`src/rtl/core/csr_pkg.sv`:
```
// Package: shared types, constants and command codes of the canvas shape rasterizer.
`default_nettype none
package csr_pkg;
  localparam int MaxColumns = 64;
  localparam int MaxRows    = 64;
  localparam int RowW       = $clog2(MaxRows);

  typedef enum logic [1:0] {
    ACT_SQUARE = 2'd0, ACT_LINE = 2'd1, ACT_TRI = 2'd2, ACT_READ = 2'd3
  } action_e;

  typedef enum logic [1:0] {
    ST_DONE = 2'd0, ST_RANGE = 2'd1, ST_NOT_OCT = 2'd2
  } status_e;

  localparam logic [1:0] FaceLeft = 2'd1;
  localparam logic [1:0] FaceRight = 2'd2;
  localparam logic [1:0] FaceUp = 2'd1;
  localparam logic [1:0] FaceDown = 2'd2;

  typedef enum logic [2:0] {
    S_IDLE, S_SQRT, S_CHECK, S_DRAW, S_READ, S_OUT
  } state_e;

  typedef struct packed {
    logic load;      // capture request
    logic sqrt_step; // one root iteration
    logic check;     // evaluate range checks, set up first segment
    logic draw_step; // mark one cell or one square row
    logic read;      // fetch row
  } cmd_t;

  typedef struct packed {
    logic sqrt_done;
    logic reject;
    logic draw_done;
  } sts_t;

  typedef struct packed {
    logic [1:0]  action;
    logic [7:0]  x0;
    logic [7:0]  y0;
    logic [7:0]  x1;
    logic [7:0]  y1;
    logic [7:0]  size;
    logic [1:0]  face_horizontal;
    logic [1:0]  face_vertical;
  } req_t;

  typedef struct packed {
    logic [1:0]  status;
    logic [63:0] row_bits;
  } rsp_t;
endpackage
`default_nettype wire

```
`src/rtl/core/csr_ctrl.sv`:
```
// Controller: sequences one request through root, check, draw and response.
`default_nettype none
module csr_ctrl (
  input  wire logic         clk_i,
  input  wire logic         rst_ni,
  input  wire logic         in_valid_i,
  output logic              in_ready_o,
  input  wire logic [1:0]   action_i,
  input  wire csr_pkg::sts_t sts_i,
  output csr_pkg::cmd_t     cmd_o,
  output logic              out_valid_o,
  input  wire logic         out_ready_i
);
  csr_pkg::state_e state_q, state_d;

  always_ff @(posedge clk_i or negedge rst_ni) begin
    if (!rst_ni) begin
      state_q <= csr_pkg::S_IDLE;
    end else begin
      state_q <= state_d;
    end
  end

  always_comb begin
    state_d = state_q;
    case (state_q)
      csr_pkg::S_IDLE: begin
        if (in_valid_i) begin
          if (action_i == csr_pkg::ACT_TRI) state_d = csr_pkg::S_SQRT;
          else if (action_i == csr_pkg::ACT_READ) state_d = csr_pkg::S_READ;
          else state_d = csr_pkg::S_CHECK;
        end
      end
      csr_pkg::S_SQRT: if (sts_i.sqrt_done) state_d = csr_pkg::S_CHECK;
      csr_pkg::S_CHECK: state_d = csr_pkg::S_DRAW;
      csr_pkg::S_DRAW: if (sts_i.reject || sts_i.draw_done) state_d = csr_pkg::S_OUT;
      csr_pkg::S_READ: state_d = csr_pkg::S_OUT;
      csr_pkg::S_OUT: if (out_ready_i) state_d = csr_pkg::S_IDLE;
      default: state_d = csr_pkg::S_IDLE;
    endcase
  end

  always_comb begin
    cmd_o = '0;
    in_ready_o = 1'b0;
    out_valid_o = 1'b0;
    case (state_q)
      csr_pkg::S_IDLE: begin
        in_ready_o = 1'b1;
        cmd_o.load = in_valid_i;
      end
      csr_pkg::S_SQRT: cmd_o.sqrt_step = 1'b1;
      csr_pkg::S_CHECK: cmd_o.check = 1'b1;
      csr_pkg::S_DRAW: cmd_o.draw_step = !sts_i.reject;
      csr_pkg::S_READ: cmd_o.read = 1'b1;
      csr_pkg::S_OUT: out_valid_o = 1'b1;
      default: cmd_o = '0;
    endcase
  end

  assert property (@(posedge clk_i) disable iff (!rst_ni)
    (state_q == csr_pkg::S_OUT && !out_ready_i) |=> state_q == csr_pkg::S_OUT)
    else $error("response dropped under stall");
  assert property (@(posedge clk_i) disable iff (!rst_ni)
    in_ready_o |-> !out_valid_o)
    else $error("request taken while response pending");
  assert property (@(posedge clk_i) disable iff (!rst_ni)
    $countones({cmd_o.sqrt_step, cmd_o.check, cmd_o.draw_step, cmd_o.read}) <= 1)
    else $error("conflicting datapath commands");
endmodule
`default_nettype wire

```
`config.mk`:
```
export PLATFORM = sky130hd
export DESIGN_NAME = csr_ctrl
export DESIGN_NICKNAME = d
export VERILOG_FILES = /design/src/rtl/core/csr_pkg.sv /design/src/rtl/core/csr_ctrl.sv
export SDC_FILE = /design/constraint.sdc
export NUM_CORES = 1
export LEC_CHECK = 0
export BUFFER_PORTS_ARGS = -buffer_cell sky130_fd_sc_hd__buf_2
export CAP_MARGIN = 20
export CORE_AREA = 2 2 39 41
export DETAILED_ROUTE_END_ITERATION = 8
export DIE_AREA = 0 0 41 43
export PLACE_DENSITY = 0.54
export SLEW_MARGIN = 20
export SYNTH_ARGS = -nofsm -noshare
export SYNTH_HDL_FRONTEND = slang
export SYNTH_SLANG_ARGS = --single-unit
```
`constraint.sdc`:
```
create_clock -name clk_i -period 1 [get_ports clk_i]
set_clock_uncertainty 0.05 [all_clocks]
set_input_delay 0.1 -clock clk_i [delete_from_list [all_inputs] [get_ports clk_i]]
set_output_delay 0.1 -clock clk_i [all_outputs]
set_load 0.02 [all_outputs]
```
# After elaboration in Yosys (flattened, before gate mapping)
# Cells that the tools add are included.
word_totals:
  register_bits: 3
  out_inout_bits: 7
  elab_cells: 30
op_classes:
  eq_ne: 11
  n_mux: 14
  n_reduce_logical: 4
ops:
  columns: ["cell", "n"]
  rows:
  - ["$mux 3", 6]
  - ["$pmux 3 s6", 1]
  - ["$ne 2x2->1 const B", 4]
  - ["$mux 1", 7]
  - ["$eq 3x2->1 const B", 2]
  - ["$eq 3x3->1 const B", 2]
  - ["$eq 2x2->1 const B", 2]
  - ["$reduce_and 4->1", 1]
  - ["$eq 3x1->1 const B", 1]
  - ["$logic_not 3->1", 1]
  - ["$logic_not 1->1", 1]
  - ["$logic_or 1x1->1", 1]

# Depth between registers and ports, before layout
# Gate-level depths: netlist of run 1.
depth:
  word_depth: 5
  depth_mapped: 4

# Least setup slack after synthesis of run 1
# No wires, ideal clock.
synth_path:
  path_type: "register -> output"
  startpoint: "reg state_q[0]"
  endpoint: "out cmd_o[4] (netlist bit)"
  stages_incl_launch_ff: 4
  t_arrival_ns: 1.177
  path_buffers: 1
  setup_slack_ns: -0.327
  required_time_ns: 0.850
  path_cell_list: "dfrtp_1 -> buf_6 -> nor3_2 -> and2_1"
synth_rtl:
  columns: ["item", "line", "source"]
  rows:
  - ["start: declaration", "csr_ctrl.sv:14", "csr_pkg::state_e state_q, state_d;"]
  - ["start signal: assignment", "csr_ctrl.sv:18", "state_q <= csr_pkg::S_IDLE;"]
  - ["start signal: assignment", "csr_ctrl.sv:20", "state_q <= state_d;"]
  - ["end: declaration", "csr_ctrl.sv:10", "output csr_pkg::cmd_t cmd_o,"]

==> results of run 1 <==
worst register-to-register path, delay by kind of cell (launching register included):
kind,cells,cell delay (ps)
simple gates,1,190
flops,1,470
compound gates,2,160
buf+inv,2,220
synth_stat cells (all sizes together), types with 2 or more instances:
cell	instances	share of area
and2	2	0.052
nor2	3	0.052
buf	3	0.11
nor3b	2	0.057
dfrtp	3	0.28
inv	2	0.028
nand2	3	0.042
cell type report:
cell class	instances	area [um^2]	share of cell area
timing repair buffer	31	272	0.430
inverter	2	7.51	0.0119
tap	16	20.0	0.0317
clock buffer	4	26.3	0.0416
sequential	3	78.8	0.125
multi-input combinational	22	228	0.360
how the worst max path moves through the flow:
| stage | from | slack [ps] | end |
|---|---|---|---|
| 2_1_floorplan | state_q[1] | -180 | state_q[0] |
| 3_3_place_gp | state_q[2] | -210 | state_q[2] |
| 3_5_place_dp | state_q[1] | -200 | state_q[1] |
| 4_1_cts | state_q[0] | -310 | cmd_o[4] |
| 5_1_grt | state_q[2] | -360 | cmd_o[1] |
| 6_report | state_q[2] | -320 | cmd_o[1] |
metal layers:
metal / global-route usage / vias up / part of all wire
li1: - / 172 / -
met1: 0.159 / 175 / 0.40
met2: 0.213 / 8 / 0.56
met3: 0.0314 / 2 / 0.024
met4: 0.0800 / 0 / 0.0083
met5: 0 / - / 0
stage by stage:
stage	TNS [ps]	worst slack, ps	hold slack, ps	power (mW)	instances
floorplan	-617	-184	-246	0.907	30
global placement	-1370	-211	-152	1.16	65
detailed placement	-1460	-202	-152	1.17	65
CTS	-2580	-313	102	1.94	76
global route	-2930	-364	139	2.14	78
finish	-2550	-315	120	2.02	78
cell usage in the layout, fill, tap and decap left out, drive strengths merged:
cell	count
a221oi	1
a31oi	1
and3b	1
a311oi	1
dfrtp	3
o21a	1
nor3b	2
nand2b	1
dlygate4sd3	1
nor3	1
nand2	3
nand3b	1
inv	2
o22ai	1
and2	2
nor2	3
a21boi	1
a2bb2oi	1
o21ai	1
buf	30
clkbuf	4
logic make-up (layout without fill, tap and decap cells):
family          Yosys count  count (layout)  synth area share
flops                     3               3             0.283
buf+inv                   5              37             0.142
simple gates             14              14             0.330
compound gates            8               8             0.245
power groups by stage:
stage | Combinational [mW] | Clock, mW | Sequential (mW)
4_1_cts | 1.37 | 0.220 | 0.351
3_3_place_gp | 0.816 | 0 | 0.346
3_5_place_dp | 0.820 | 0 | 0.350
5_1_grt | 1.54 | 0.227 | 0.366
6_report | 1.45 | 0.224 | 0.354
2_1_floorplan | 0.692 | 0 | 0.215
repair_timing:
action | 4_1_cts | 5_1_grt
pin swaps | 8 | 5
gates resized for setup | 36 | 2
cloned | 0 | 0
hold buffers | 1 | 0
endpoints found under the setup margin | 10 | 10
hold endpoints to repair | 3 | 0
setup buffers | 7 | 3
==> impl_summary.log, run 1 <==
[metrics] sort of element at the start of the critical path: flip-flop
[metrics] number of buffer and inverter instances along the worst setup path: 1
[metrics] flip-flop count of the largest register, all copies and words added: 3
[metrics] post-synthesis sequential element count: 3
[metrics] area of the core region: about 1400 um^2
[metrics] worst reg2reg endpoint: state_q[0]
[metrics] power per unit of standard cell area: 3200 nW/um^2
[metrics] post-synth cell types: 22
[metrics] share of the core filled with cells in the final layout: 0.457
[metrics] number of antenna violations at the first check in global routing: 0
[metrics] Worst Hold Path EP: state_q[1]
[metrics] average size of a mapped cell: roughly 8.8 um^2
[metrics] Syn Nets: 39
[metrics] minimum setup slack in the final design: -315 ps
[metrics] post-synthesis cell count: 30
[metrics] part of the total power dissipated in sequential elements: 0.175
[metrics] Top reg by flops: state_q
[metrics] worst-case register-to-register setup slack: -220 ps
[metrics] primary flip-flop cell chosen by synthesis mapping: sky130_fd_sc_hd__dfrtp_1
[metrics] placed inst area: 409 um^2
[metrics] Clock Root Buffer: sky130_fd_sc_hd__clkbuf_4
[metrics] # rows: 14
[metrics] relative area change from synthesis to final layout: 138%
[metrics] unrepaired setup endpoints after global routing: yes
[metrics] endpoint kind of the worst setup timing path: output port
[metrics] CP Class: flip-flop to output port
[metrics] worst slew pin tran: approximately 250 ps
[metrics] NumNets Final: 72
[metrics] Leakage: a little under 0.3 nW
[metrics] global-route congestion overflow total: 0
[metrics] Final period util: 1.32
[metrics] final setup vio count: 10
[metrics] Clk network pwr share: 0.110
[metrics] top achievable clock speed: 760 MHz
[metrics] arrival time worst endpoint: roughly 1200 ps
[metrics] reg-to-reg critical path startpoint: state_q[1]
[metrics] quantity of I/O buffers inserted on ports: 15
[metrics] Final Routed Wirelength: approximately 960 um
[metrics] fraction of power consumed by combinational cells: 0.715
[metrics] Crit path largest cell delay: between 400 and 500 ps
[metrics] # clock sinks: 3
[metrics] detailed placement HPWL: about 500 um
[metrics] number of global-route vias before repair: 347
[metrics] CP Cell Sequence: nand3b_1, nor2_4, buf_6
[metrics] Die Area: between 1500 and 2000 um^2
[metrics] cell family with the largest share of critical-path delay: flip-flops
[metrics] wire length of the first global-routing pass: around 1.5 mm
[metrics] pin count of the biggest net entering global routing: 8
[metrics] via count: around 360
[metrics] diode count: 0
[metrics] internal power consumption: around 1.2 mW
[metrics] Worst Reg2Reg Path Length in Cells: 5
[metrics] Post-synth ARST share: 1.00
[metrics] DRC errors left: 0
[metrics] number of max-cap violations: 0
[metrics] Hold Path Class: primary input to flip-flop
[metrics] result of the run: complete, but fails checks
[metrics] post-synthesis instance area: roughly 270 um^2
[metrics] instance count along the most critical hold path: 3
[metrics] count of pins on the block boundary: 16
[metrics] later-pin clock latency in the skew report: between 200 and 250 ps
[metrics] fillers: between 100 and 150
[metrics] fraction of final layout cells with drive strength greater than 1: 0.839
[metrics] Die H: roughly 43 um
[metrics] registers with the most flip-flops: state_q x3
[metrics] count of antenna-violating nets left after detailed routing: 0
[metrics] initial standard-cell utilization of the core: 0.192
[metrics] sequential share of the synthesized area: 0.283
[metrics] switching power total: 781 uW
[metrics] final design area excluding fillers: 632 um^2
[metrics] clock tree buffer depth: 2
[metrics] warning count from the yosys run: 0
[metrics] critical path required time: between 800 and 900 ps
[metrics] Stages on worst setup path: 3
[metrics] IR Drop Worst-Case VDD: roughly 1.2 mV
[metrics] cell at the slowest stage of the critical path: sky130_fd_sc_hd__dfrtp_2
[metrics] Min-Delay Startpoint: sts_i[2]
[metrics] final weighted congestion of routability-driven global placement: ~0.70
[metrics] number of levels in the clock H-tree: 1
[metrics] pins over their slew limit: 0
[metrics] clock transition at the registers of the reported paths: about 40 ps
[metrics] violated checks: negative setup slack
[metrics] Pre-Repair DR Iteration Count: 1
[metrics] number of DRC violations after detailed-routing iteration 0: 0
[metrics] clock buffer count from CTS: 3
[metrics] post-route minimum period: 1320 ps
[metrics] critical-path maximum fanout: 6
[metrics] switching share of power: 0.386
[metrics] headroom to the max-slew limit: 0.835
[metrics] final hold viol count: 0
[metrics] via/cell ratio: between 4 and 5
[metrics] Total GRT Usage: 0.136
[metrics] clock tree from TritonCTS: done
[metrics] count of flip-flops with a built-in enable after synthesis: 0
[metrics] mean routed wirelength per cell: 12.4 um
[metrics] horizontal extent of the die: 41 um
Note: power is estimated with default switching activity, not from simulation.
==> inputs of run 2 (changes only) <==
--- a/config.mk
+++ b/config.mk
@@ -10,7 +10,7 @@
 export CORE_AREA = 2 2 39 41
 export DETAILED_ROUTE_END_ITERATION = 8
 export DIE_AREA = 0 0 41 43
-export PLACE_DENSITY = 0.54
+export PLACE_DENSITY = 0.52
 export SLEW_MARGIN = 20
 export SYNTH_ARGS = -nofsm -noshare
 export SYNTH_HDL_FRONTEND = slang
==> constraint.sdc (replaced) <==
create_clock -name clk_i -period 1.29 [get_ports clk_i]
set_clock_uncertainty 0.05 [all_clocks]
set_input_delay 0.129 -clock clk_i [delete_from_list [all_inputs] [get_ports clk_i]]
set_output_delay 0.129 -clock clk_i [all_outputs]
set_load 0.02 [all_outputs]
==> run 2 against run 1 <==
The run still ends with negative setup slack left. Power down 35%. Sequential power down 24%. First-iteration DRC count unchanged. Non-clock buffer count down 4. Flip-flop and latch count unchanged. Clock-buffer cell count unchanged. Worst setup slack better by 240 ps. Largest power group unchanged. Combinational power down 40%. Via count down 9.8%. Routed wire length down 11%. Register-to-register slack better by 250 ps. Design area down 16%.
==> impl_summary.log, run 2 (synthesis gave the netlist of run 1 again) <==
[metrics] IR Drop Worst-Case VDD: just under 0.8 mV
[metrics] part of the total power dissipated in sequential elements: 0.205
[metrics] Hold Path Class: primary input to flip-flop
[metrics] unrepaired setup endpoints after global routing: yes
[metrics] later-pin clock latency in the skew report: ~240 ps
[metrics] final weighted congestion of routability-driven global placement: between 0.7 and 0.8
[metrics] headroom to the max-slew limit: 0.865
[metrics] Top reg by flops: state_q
[metrics] via/cell ratio: approximately 4.4
[metrics] Clk network pwr share: 0.134
[metrics] share of the core filled with cells in the final layout: 0.382
[metrics] endpoint kind of the worst setup timing path: output port
[metrics] number of antenna violations at the first check in global routing: 0
[metrics] switching power total: between 500 and 600 uW
[metrics] commonest cells after routing, fill and taps aside: 9 x sky130_fd_sc_hd__buf_4, 8 x sky130_fd_sc_hd__buf_2, 8 x sky130_fd_sc_hd__buf_6
[metrics] DP Cell Count: between 50 and 60
[metrics] fillers: around 150
[metrics] critical path required time: ~1100 ps
[metrics] worst slew pin tran: 201 ps
[metrics] minimum setup slack in the final design: -71.0 ps
[metrics] number of DRC violations after detailed-routing iteration 0: 0
[metrics] clock buffer count from CTS: 3
[metrics] clock tree buffer depth: 2
[metrics] instance count along the most critical hold path: 4
[metrics] # rows: 14
[metrics] # clock sinks: 3
[metrics] Worst Setup Slack post-DPL: between 80 and 90 ps
[metrics] via count: 322
[metrics] sort of element at the start of the critical path: flip-flop
[metrics] count of pins on the block boundary: 16
[metrics] final hold viol count: 0
[metrics] diode count: 0
[metrics] arrival time worst endpoint: between 1000 and 1500 ps
[metrics] Die H: ~43 um
[metrics] pins over their slew limit: 0
[metrics] critical-path maximum fanout: 6
[metrics] switching share of power: 0.396
[metrics] number of global-route vias before repair: 311
[metrics] count of antenna-violating nets left after detailed routing: 0
[metrics] power per unit of standard cell area: roughly 2500 nW/um^2
[metrics] mean routed wirelength per cell: roughly 12 um
[metrics] worst-case register-to-register setup slack: 30 ps
[metrics] final setup vio count: 5
[metrics] Final period util: 1.06
[metrics] Worst Reg2Reg Path Length in Cells: 5
[metrics] registers with the most flip-flops: state_q x3
[metrics] initial standard-cell utilization of the core: 0.192
[metrics] Leakage: about 0.26 nW
[metrics] post-route minimum period: approximately 1400 ps
[metrics] clock transition at the registers of the reported paths: about 40 ps
[metrics] relative area change from synthesis to final layout: 99.1%
[metrics] CP startpoint: state_q[2]
[metrics] CP Class: flip-flop to output port
[metrics] top achievable clock speed: roughly 730 MHz
[metrics] Total GRT Usage: 0.124
[metrics] internal power consumption: between 700 and 800 uW
[metrics] area occupied by multi-input gates: ~180 um^2
[metrics] horizontal extent of the die: around 41 um
[metrics] NumNets Final: 68
[metrics] quantity of I/O buffers inserted on ports: 15
[metrics] fraction of final layout cells with drive strength greater than 1: 0.724
[metrics] result of the run: complete, but fails checks
[metrics] Critical path destination: cmd_o[4]
[metrics] area of the core region: 1380 um^2
[metrics] number of max-cap violations: 0
[metrics] flip-flop count of the largest register, all copies and words added: 3
[metrics] number of cells in the finished layout apart from fillers: between 70 and 80
[metrics] Die Area: 1760 um^2
[metrics] detailed placement HPWL: 463 um
[metrics] Final Routed Wirelength: between 800 and 900 um
[metrics] Clock Root Buffer: sky130_fd_sc_hd__clkbuf_4
[metrics] most common cell after layout, fill and taps aside: sky130_fd_sc_hd__buf_4
[metrics] global-route congestion overflow total: 0
[metrics] violated checks: negative setup slack
[metrics] area used by sequential logic in the layout: just under 80 um^2
[metrics] reg-to-reg critical path startpoint: state_q[1]
[metrics] fraction of power consumed by combinational cells: 0.662
[metrics] pin count of the biggest net entering global routing: 8
[metrics] total power after layout: 1.31 mW
[metrics] clock tree from TritonCTS: done
[metrics] Pre-Repair DR Iteration Count: 1
[metrics] number of levels in the clock H-tree: 1
[metrics] wire length of the first global-routing pass: 1.36 mm
[metrics] worst reg2reg endpoint: state_q[0]
[metrics] DRC errors left: 0
run 2: area by class of cell:
class	count	share of cell area
Clock buffer	4	0.0498
Inverter	2	0.0142
Multi-Input combinational cell	22	0.346
Sequential cell	3	0.149
Tap cell	16	0.0379
Timing Repair Buffer	27	0.403
run 2: what timing repair did:
action | in CTS | in global routing
setup endpoints to repair | 7 | 10
cloned | 0 | 0
hold endpoints to repair | 3 | 0
buffers inserted | 9 | 2
pin swaps | 1 | 2
hold buffers | 1 | 0
resized for setup | 12 | 14
run 2: worst max-delay path, stage by stage (launching register included):
cell and delay (ps):
sky130_fd_sc_hd__dfrtp_2 450, sky130_fd_sc_hd__nor3_4 220, sky130_fd_sc_hd__and2_4 160, sky130_fd_sc_hd__buf_6 100
run 2: routing by layer:
metal  routed length (um)  GRT usage  share of wire
met4                   18      0.100          0.021
met3                   62     0.0576          0.072
met1                  349      0.139           0.41
met5                    0          0              0
met2                  428      0.169           0.50
run 2: how the worst min path moves through the flow:
stage                       to  slack, ps      from
floorplan           state_q[0]       -220    rst_ni
global placement    state_q[1]       -120    rst_ni
detailed placement  state_q[0]       -120    rst_ni
CTS                 state_q[1]        130  sts_i[0]
global route        state_q[1]        140  sts_i[2]
finish              state_q[1]        130  sts_i[0]
run 2: per-stage QoR:
stage | cell area (um^2) | hold slack (ps) | TNS [ps]
3_5_place_dp | 337 | -123 | 0
6_report | 528 | 133 | -244
4_1_cts | 463 | 129 | -277
5_1_grt | 528 | 142 | -533
3_3_place_gp | 337 | -121 | 0
2_1_floorplan | 272 | -217 | 0
run 2: power groups by stage:
stage	logic, mW	registers [mW]	clock network [mW]
finish	0.870	0.269	0.176
global route	0.936	0.277	0.189
CTS	0.719	0.254	0.183
detailed placement	0.433	0.281	0
global placement	0.432	0.280	0
floorplan	0.499	0.167	0
